### config.mk
export PLATFORM = sky130hd
export DESIGN_NAME = hctc_front
export DESIGN_NICKNAME = d
export VERILOG_FILES = /design/src/rtl/hctc_pkg.sv /design/src/rtl/hctc_front.sv
export SDC_FILE = /design/constraint.sdc
export NUM_CORES = 2
export LEC_CHECK = 0
export ABC_CLOCK_PERIOD_IN_PS = 6500
export BUFFER_PORTS_ARGS = -buffer_cell sky130_fd_sc_hd__buf_4
export CAP_MARGIN = 0
export CORE_ASPECT_RATIO = 2
export CORE_MARGIN = 1
export CORE_UTILIZATION = 55
export DETAILED_ROUTE_END_ITERATION = 8
export GPL_ROUTABILITY_DRIVEN = 0
export PLACE_DENSITY = 0.71
export SLEW_MARGIN = 20
export SYNTH_ARGS = -nofsm -noshare
export SYNTH_HDL_FRONTEND = slang
export SYNTH_SLANG_ARGS = --single-unit
### constraint.sdc
create_clock -name clk -period 6.5 [get_ports clk]
set_input_delay 1.3 -clock clk [delete_from_list [all_inputs] [get_ports clk]]
set_output_delay 1.3 -clock clk [all_outputs]
set_load 0.02 [all_outputs]
### src/rtl/hctc_pkg.sv
// Package for the histogram class transition counter.
// Holds sizes, command codes and the word type passed from front to back.
package hctc_pkg;

  localparam int DIRS       = 8;
  localparam int TABLE_ROWS = 64;
  localparam int CLASSES    = 16;
  localparam int COUNT_BITS = 32;
  localparam int ROW_BITS   = 6;
  localparam int CLS_BITS   = 4;
  localparam int CELLS      = CLASSES * CLASSES;
  localparam int CELL_BITS  = 8;
  localparam int QDEPTH     = 2;

  localparam logic [1:0] CMD_LOAD  = 2'd0;
  localparam logic [1:0] CMD_DIGIT = 2'd1;
  localparam logic [1:0] CMD_READ  = 2'd2;

  localparam logic KIND_TRANS = 1'b0;
  localparam logic KIND_READ  = 1'b1;

  // Classified work for the back end.
  // mute: first vector with a bad digit, raises the error flag only.
  typedef struct packed {
    logic                is_read;
    logic                mute;
    logic                ok;
    logic                bad;
    logic [CLS_BITS-1:0] from_cls;
    logic [CLS_BITS-1:0] to_cls;
  } job_t;

endpackage

### src/rtl/hctc_front.sv
// Front end: table load, histogram build and table search per vector.
// Depends on hctc_pkg; pushes job_t words into the queue.
module hctc_front
  import hctc_pkg::*;
(
  input  logic        clk,
  input  logic        rst_n,
  input  logic [6:0]  table_size,
  input  logic        in_valid,
  output logic        in_stall,
  input  logic [1:0]  in_command,
  input  logic [3:0]  in_direction,
  input  logic        in_last_digit,
  input  logic [5:0]  in_entry_index,
  input  logic [31:0] in_entry_key,
  input  logic [3:0]  in_entry_class,
  input  logic [3:0]  in_read_row,
  input  logic [3:0]  in_read_col,
  output logic        job_valid,
  output job_t        job,
  input  logic        job_full
);

  typedef enum logic [2:0] {
    S_IDLE = 3'b001,
    S_SRCH = 3'b010,
    S_PUSH = 3'b100
  } state_t;

  state_t state_r, state_nxt;

  logic [31:0]          keys_mem [TABLE_ROWS];
  logic [CLS_BITS-1:0]  cls_mem  [TABLE_ROWS];
  logic [31:0]          key_rd_r;
  logic [CLS_BITS-1:0]  cls_rd_r;

  logic [3:0]  hist_r [DIRS];
  logic        bad_r;
  logic        have_prev_r;
  logic [31:0] prev_key_r;
  logic [31:0] cur_key_r;
  logic [31:0] srch_prev_r;
  logic [6:0]  row_r;
  logic        rd_vld_r;
  logic [6:0]  limit;
  logic        f_found_r, t_found_r;
  logic [CLS_BITS-1:0] f_cls_r, t_cls_r;
  job_t        job_r;
  logic        accept;
  logic [31:0] packed_key;
  logic [3:0]  dsel;
  logic        dok;

  assign accept = in_valid && !in_stall;
  assign in_stall = (state_r != S_IDLE);
  assign limit = (table_size > 7'(TABLE_ROWS)) ? 7'(TABLE_ROWS) : table_size;
  assign dok = (in_direction >= 4'd1) && (in_direction <= 4'(DIRS));
  assign dsel = in_direction - 4'd1;
  assign job_valid = (state_r == S_PUSH);
  assign job = job_r;

  always_comb begin
    packed_key = '0;
    for (int d = 0; d < DIRS; d++) begin
      packed_key[4*d +: 4] = hist_r[d];
    end
    if (dok && hist_r[dsel[2:0]] != 4'hf) begin
      packed_key[4*dsel[2:0] +: 4] = hist_r[dsel[2:0]] + 4'd1;
    end
  end

  // Table memory: one write port, one registered read port.
  always_ff @(posedge clk) begin
    if (accept && in_command == CMD_LOAD) begin
      keys_mem[in_entry_index] <= in_entry_key;
      cls_mem[in_entry_index]  <= in_entry_class;
    end
    key_rd_r <= keys_mem[row_r[ROW_BITS-1:0]];
    cls_rd_r <= cls_mem[row_r[ROW_BITS-1:0]];
  end

  always_comb begin
    state_nxt = state_r;
    case (state_r)
      S_IDLE: begin
        if (accept && in_command == CMD_READ) state_nxt = S_PUSH;
        else if (accept && in_command == CMD_DIGIT && in_last_digit) begin
          if (have_prev_r) state_nxt = S_SRCH;
          else if (bad_r || !dok) state_nxt = S_PUSH;
        end
      end
      S_SRCH: if (row_r == limit && !rd_vld_r) state_nxt = S_PUSH;
      S_PUSH: if (!job_full) state_nxt = S_IDLE;
      default: state_nxt = S_IDLE;
    endcase
  end

  always_ff @(posedge clk) begin
    if (!rst_n) begin
      state_r     <= S_IDLE;
      bad_r       <= 1'b0;
      have_prev_r <= 1'b0;
      prev_key_r  <= '0;
      rd_vld_r    <= 1'b0;
      row_r       <= '0;
      for (int d = 0; d < DIRS; d++) hist_r[d] <= '0;
    end else begin
      state_r <= state_nxt;
      if (state_r == S_IDLE && accept && in_command == CMD_DIGIT) begin
        if (in_last_digit) begin
          for (int d = 0; d < DIRS; d++) hist_r[d] <= '0;
          bad_r       <= 1'b0;
          prev_key_r  <= packed_key;
          cur_key_r   <= packed_key;
          have_prev_r <= 1'b1;
          job_r.is_read  <= 1'b0;
          job_r.mute     <= !have_prev_r;
          job_r.ok       <= 1'b0;
          job_r.bad      <= bad_r || !dok;
          job_r.from_cls <= '0;
          job_r.to_cls   <= '0;
          row_r     <= '0;
          rd_vld_r  <= 1'b0;
          f_found_r <= 1'b0;
          t_found_r <= 1'b0;
          f_cls_r   <= '0;
          t_cls_r   <= '0;
        end else begin
          if (dok && hist_r[dsel[2:0]] != 4'hf)
            hist_r[dsel[2:0]] <= hist_r[dsel[2:0]] + 4'd1;
          if (!dok) bad_r <= 1'b1;
        end
      end
      if (state_r == S_IDLE && accept && in_command == CMD_READ) begin
        job_r.is_read  <= 1'b1;
        job_r.mute     <= 1'b0;
        job_r.ok       <= 1'b0;
        job_r.bad      <= 1'b0;
        job_r.from_cls <= in_read_row;
        job_r.to_cls   <= in_read_col;
      end
      if (state_r == S_SRCH) begin
        // Issue row reads, compare the row read last cycle.
        rd_vld_r <= (row_r != limit);
        if (row_r != limit) row_r <= row_r + 7'd1;
        if (rd_vld_r) begin
          if (!f_found_r && key_rd_r == srch_prev_r) begin
            f_found_r <= 1'b1;
            f_cls_r   <= cls_rd_r;
          end
          if (!t_found_r && key_rd_r == cur_key_r) begin
            t_found_r <= 1'b1;
            t_cls_r   <= cls_rd_r;
          end
        end
        if (row_r == limit && !rd_vld_r) begin
          job_r.ok       <= f_found_r && t_found_r;
          job_r.from_cls <= f_found_r ? f_cls_r : '0;
          job_r.to_cls   <= t_found_r ? t_cls_r : '0;
        end
      end
    end
  end

  // Key of the earlier vector, captured when a search starts.
  always_ff @(posedge clk) begin
    if (state_r == S_IDLE && accept && in_command == CMD_DIGIT && in_last_digit)
      srch_prev_r <= prev_key_r;
  end

`ifndef SYNTHESIS
  a_stall_busy: assert property (@(posedge clk) disable iff (!rst_n)
    job_valid |-> in_stall) else $error("front accepts while pushing");
  a_row_bound: assert property (@(posedge clk) disable iff (!rst_n)
    (state_r == S_SRCH) |-> (row_r <= limit)) else $error("row past limit");
  a_job_hold: assert property (@(posedge clk) disable iff (!rst_n)
    (job_valid && job_full) |=> (job_valid && $stable(job)))
    else $error("queued word changed while held");
`endif

endmodule

* After elaboration in Yosys (flattened, before gate mapping)
Memories as Yosys holds them, arrays and structs flattened. A register that Yosys moved wholly into a read port is not among the register bits.
Index checks and enable logic that the tools add are counted.
** Word-level totals
- Register bits after elaboration :: 131
- Bits in latches :: 0
- RAM bits :: 2336
- ROM bits :: 0
- Logic and storage cells :: 159
- Memories kept :: 3
** Memory list
- keys_mem :: depth 64, bits a word 32, read ports 1, clocked after Yosys merged registers in 1, write ports 1, line hctc_front.sv:32 : logic [31:0] keys_mem [TABLE_ROWS];
- cls_mem :: depth 64, bits a word 4, read ports 1, clocked after Yosys merged registers in 1, write ports 1, line hctc_front.sv:33 : logic [CLS_BITS-1:0] cls_mem [TABLE_ROWS];
- hist_r :: depth 8, bits a word 4, read ports 9, clocked after Yosys merged registers in 0, write ports 8, line hctc_front.sv:37 : logic [3:0] hist_r [DIRS];
** Cells by class
- Add/sub/neg operators :: 4
- Multipliers :: 0
- Divide/modulo/power cells :: 0
- Order comparisons :: 3
- Eq/ne operators :: 16
- Shift-type cells :: 2
- Multiplexer cells :: 71
- Bitwise operators :: 8
- Reductions and logical operators :: 34
** Operators by type and width (number)
- 4-bit 2-to-1 mux :: 21
- 32-bit == test :: 2
- 7-bit 2-to-1 mux :: 5
- 5-bit negation with 34-bit output :: 1
- 4-bit by 34-bit variable shift with 32-bit output (first input constant) :: 1
- 4-bit by 34-bit indexed part select with 32-bit output :: 1
- 32-bit bitwise mux :: 1
- 32-bit 2-to-1 mux :: 1
- 1-bit 2-to-1 mux :: 30
- 12-bit 2-to-1 mux :: 2
- 3-bit 2-to-1 mux :: 7
- 8-bit 2-to-1 mux :: 2
- 1-bit logical AND :: 15
- 10-bit 2-to-1 mux :: 1
- 3-bit case mux with 3 select lines :: 1
- 4-bit inequality test (second input constant) :: 2
- 1-bit OR :: 8
- 2-bit nonzero test :: 4
- 7-bit by 1-bit adder with 7-bit output (second input constant) :: 1
- 7-bit == test :: 1
- 7-bit > comparator (second input constant) :: 1
- 7-bit inequality test :: 1
- 1-bit logical NOT :: 6
- 2-bit AND reduction :: 3
- 18 further kinds :: 20

* Logic depth before layout (Yosys ltp)
An unclocked memory read counts as a cell.
- Depth in word-level cells :: 11
- Gate-level depth with buffers :: 14
- Gate-level depth less buffers :: 12

* Worst setup path after synthesis
Ideal clock, no wire load.
- Kind :: input to register
- From :: in in_direction[0]
- To :: reg prev_key_r[3]
- Library setup time :: 117 ps
- Arrival :: 4798 ps
- Data required time :: 6383 ps
- Slack :: 1585 ps
- Cell stages on the path :: 14
- Cell sequence :: buf_2 -> inv_1 -> ha_1 -> xor2_2 -> buf_2 -> mux4_2 -> mux2_2 -> clkbuf_1 -> ha_1 -> and3_1 -> buf_6 -> a2111oi_4 -> mux2_4 -> a22o_1
** On the way
- Longest elaborated chain between the ends :: 6
** Ends and longest elaborated chain
- from (decl) :: line hctc_front.sv:12 : input logic [3:0] in_direction,
- 3-bit by 1-bit subtractor with 3-bit output :: line hctc_front.sv:58 : assign dsel = in_direction - 4'd1;
- memory 8 x 4 bit
- 4-bit by 1-bit adder with 4-bit output :: line hctc_front.sv:68 : packed_key[4*dsel[2:0] +: 4] = hist_r[dsel[2:0]] + 4'd1;
- 4-bit by 34-bit indexed part select with 32-bit output :: line hctc_front.sv:68
- 32-bit bitwise mux :: line hctc_front.sv:68
- 32-bit 2-to-1 mux * :: line hctc_front.sv:67 : if (dok && hist_r[dsel[2:0]] != 4'hf) begin
- net packed_key[3] :: line hctc_front.sv:50 : logic [31:0] packed_key;
- to (signal assigned) :: line hctc_front.sv:113 : prev_key_r <= packed_key;
- to (decl) :: line hctc_front.sv:40 : logic [31:0] prev_key_r;
Mark *: on every way through the listed nets, which the timed path passes. The rest lies on a longest branch.
A chain may end at the register's enable or synchronous reset.

* Worst setup path after layout
- From :: in in_direction[0]
- To :: reg prev_key_r[1]
Same word-level chain as after synthesis.

==> impl_metrics.env <==
export IMPL_first_global_vias=45500
export IMPL_r2r_start="state_r[1]"
export IMPL_rr_worst_depth=7
export IMPL_layout_nets=4409
export IMPL_die_w_um=298
export IMPL_slowest_stage="a2111oi_4"
export IMPL_cp_num_cells=12
export IMPL_ys_warn_count=0
export IMPL_cp_arrival_ns=5.52
export IMPL_holdBufCountCts=0
export IMPL_status="completed"
export IMPL_setup_viol=0
export IMPL_drc=0
export IMPL_hold_depth=0
export IMPL_syn_inst=4148
export IMPL_drive_above_1_share=0.292
export IMPL_cts_sinks=2503
export IMPL_critPathRequiredTime_ns=7.23
export IMPL_via_per_inst=6.49
export IMPL_ir_drop_mv=0.232
export IMPL_max_freq_ghz=0.209
export IMPL_place_inst=6419
export IMPL_netlist_area_um2=96100
export IMPL_root_buffer="clkbuf_16"
export IMPL_cpPeakStageDelay_ns=0.74
export IMPL_antenna_left=0
export IMPL_slew_viol_final=0
export IMPL_grtUsageTotal=0.262
export IMPL_grt_ovfl_total=0
export IMPL_core_rowCount=216
export IMPL_grt_max_degree=110
export IMPL_path_max_fanout=21
export IMPL_cts_resized=0
export IMPL_met2_usage=0.485
export IMPL_synth_nets=4224
export IMPL_hold_viol=0
export IMPL_num_io_pins=82
export IMPL_dr_pass1_iters=7
export IMPL_grt_met3_usage=0.0302
export IMPL_dieArea_um2=177000
export IMPL_fin_crit_sh=0.736
export IMPL_cts_setup_buffers=0
export IMPL_drt_iter0_drc=4380
export IMPL_cp_end_kind="register"
export IMPL_finalCriticalPeriod_ns=4.78
export IMPL_path_cells="buf_4, inv_1, ha_1, xor2_2, inv_2, mux4_2, mux2_2, ha_1, and3_1, a2111oi_4, mux2_4, a22o_1"
export IMPL_async_reset_ff_frac=0
export IMPL_clock_path_buffers=4
export IMPL_wl_mm=228
export IMPL_hp_class="register to register"
export IMPL_port_buffers=81
export IMPL_synth_edf_count=2422
export IMPL_r2r_end="keys_mem[23][27]"
export IMPL_hold_start="prev_key_r[28]"
export IMPL_grt_pass1_wl_mm=327
export IMPL_worstMarginPinSlew_ns=1.16
export IMPL_setup_tns_ns=0
export IMPL_cp_buffers_inverters=3
export IMPL_vias=44000
export IMPL_clkLatencyLatePin_ns=0.86
export IMPL_die_h_um=593
export IMPL_cp_start_kind="primary input"
export IMPL_power_leakage_nw=31.9
export IMPL_antenna_found_initial=14
export IMPL_slew_headroom=0.222
export IMPL_rsz0062_at_grt="false"
export IMPL_hold_end="srch_prev_r[28]"
export IMPL_final_cells=6783
export IMPL_layout_common_cells="edfxtp_1, mux4_2, clkbuf_16"
export IMPL_ys_seq_area_frac=0.774
export IMPL_avgSynthCellArea_um2=23.2
export IMPL_htreeDepth=4
export IMPL_ys_ff_latch=2503
export IMPL_busiest_layer="met2"
export IMPL_power_density_nw_per_um2=286
export IMPL_layout_commonest_cell="edfxtp_1"
export IMPL_wl_per_cell_um=33.6
export IMPL_path_clk_slew_ns=0.07
export IMPL_grt_use_met1=0.303
export IMPL_dpl_hpwl_mm=146
export IMPL_syn2layout_area_growth_pct=11.2
export IMPL_cts_tree="built"
export IMPL_clock_skew_ns=0.0330
export IMPL_synth_distinct_cells=64
export IMPL_ys_flop_type="edfxtp_1"
export IMPL_worst_setup_path_type="primary input to register"
export IMPL_maxCapViolCount=0
export IMPL_ff2ff_setup_slack_ns=2.33
export IMPL_crit_family="multiplexers"
export IMPL_cts_made_buffers=201
export IMPL_start_util=0.555
export IMPL_crit_path_frequent_cell="ha_1"
export IMPL_fp_coreArea_um2=173000
==> per-layer routing <==
metal / part of all wire / vias up
li1: - / 18000
met3: 0.052 / 450
met4: 0.054 / 10
met1: 0.34 / 23800
met5: 0.00027 / -
met2: 0.56 / 1785
==> area by class of cell <==
type / count / area [um2]
fill: 11400 / 66300
timing repair buffer: 195 / 1800
clock inverter: 100 / 937
multi-input combinational: 1408 / 21300
clock buffer: 262 / 5540
inverter: 24 / 90.1
antenna: 2 / 5.00
tap: 2289 / 2860
sequential: 2503 / 74400
==> power by group <==
| group | switching, mW | leakage (nW) | internal [mW] |
|---|---|---|---|
| registers | 0.0382 | 22.5 | 17.7 |
| clock network | 5.47 | 3.18 | 6.72 |
| logic | 0.477 | 6.22 | 0.126 |
| total | 5.99 | 31.9 | 24.6 |
==> worst max-delay path by stage <==
stage,start,to,slack (ns)
after floorplan,in_direction[0],prev_key_r[3],1.59
after global placement,in_direction[0],prev_key_r[1],1.03
after detailed placement,in_direction[0],prev_key_r[1],0.97
after CTS,in_direction[0],prev_key_r[1],1.83
after global routing,in_direction[0],prev_key_r[1],1.60
final,in_direction[0],prev_key_r[1],1.72
==> flip-flops by register name, summed over array words and instances, names as in the netlist <==
register     flops
have_prev_r      1
prev_key_r      32
cls_rd_r         4
key_rd_r        32
job             12
rd_vld_r         1
keys_mem      2048
srch_prev_r     32
f_found_r        1
state_r          3
t_cls_r          4
cur_key_r       32
row_r            7
f_cls_r          4
hist_r          32
cls_mem        256
t_found_r        1
bad_r            1
==> kinds of logic after synthesis <==
family	after synthesis	synth area share
flip-flops	2503	0.774
multiplexers	793	0.177
AND/OR/NAND/NOR	336	0.0173
buffers and inverters	237	0.0102
AO/OA/AOI/OAI	200	0.0143
XOR/XNOR	71	0.00663
adder cells (fa/ha/maj)	8	0.00104
==> per-stage QoR <==
step	power, mW	util	setup slack [ns]	hold slack (ns)	instance area [um2]
after floorplan	18.3	-	1.59	0.403	96100
after global placement	18.7	0.579	1.03	0.421	100000
after detailed placement	18.7	0.580	0.969	0.415	100000
after CTS	30.7	0.617	1.83	0.435	107000
after global routing	31.2	0.617	1.60	0.448	107000
final	30.6	0.617	1.72	0.439	107000
==> cell usage after synthesis, drive strengths merged, types with 2 or more instances <==
master,n,share of area
edfxtp,2422,0.76
mux4,722,0.17
nor2,130,0.0051
clkbuf,107,0.0042
buf,106,0.0051
dfxtp,81,0.017
a21oi,61,0.0032
mux2i,46,0.0048
nor2b,46,0.0030
nand2,44,0.0017
a211oi,41,0.0033
o21ai,38,0.0020
xor2,37,0.0034
xnor2,34,0.0032
nand3,27,0.0015
mux2,25,0.0030
inv,22,0.00086
a22o,19,0.0017
nand4,16,0.0010
and3,14,0.00096
nor3,13,0.00068
nor4,11,0.00078
or3,10,0.00065
ha,8,0.0010
a32o,6,0.00062
a32oi,6,0.00055
nand2b,6,0.00039
o21ba,6,0.00062
and2,4,0.00026
nor3b,4,0.00031
o211ai,4,0.00031
a211o,3,0.00027
a21o,3,0.00023
nand3b,3,0.00023
o2111ai,3,0.00047
or3b,3,0.00027
a2111oi,2,0.00038
a31oi,2,0.00013
clkinv,2,0.000078
or2,2,0.00013
No activity file was read; power rests on OpenSTA's default activity.
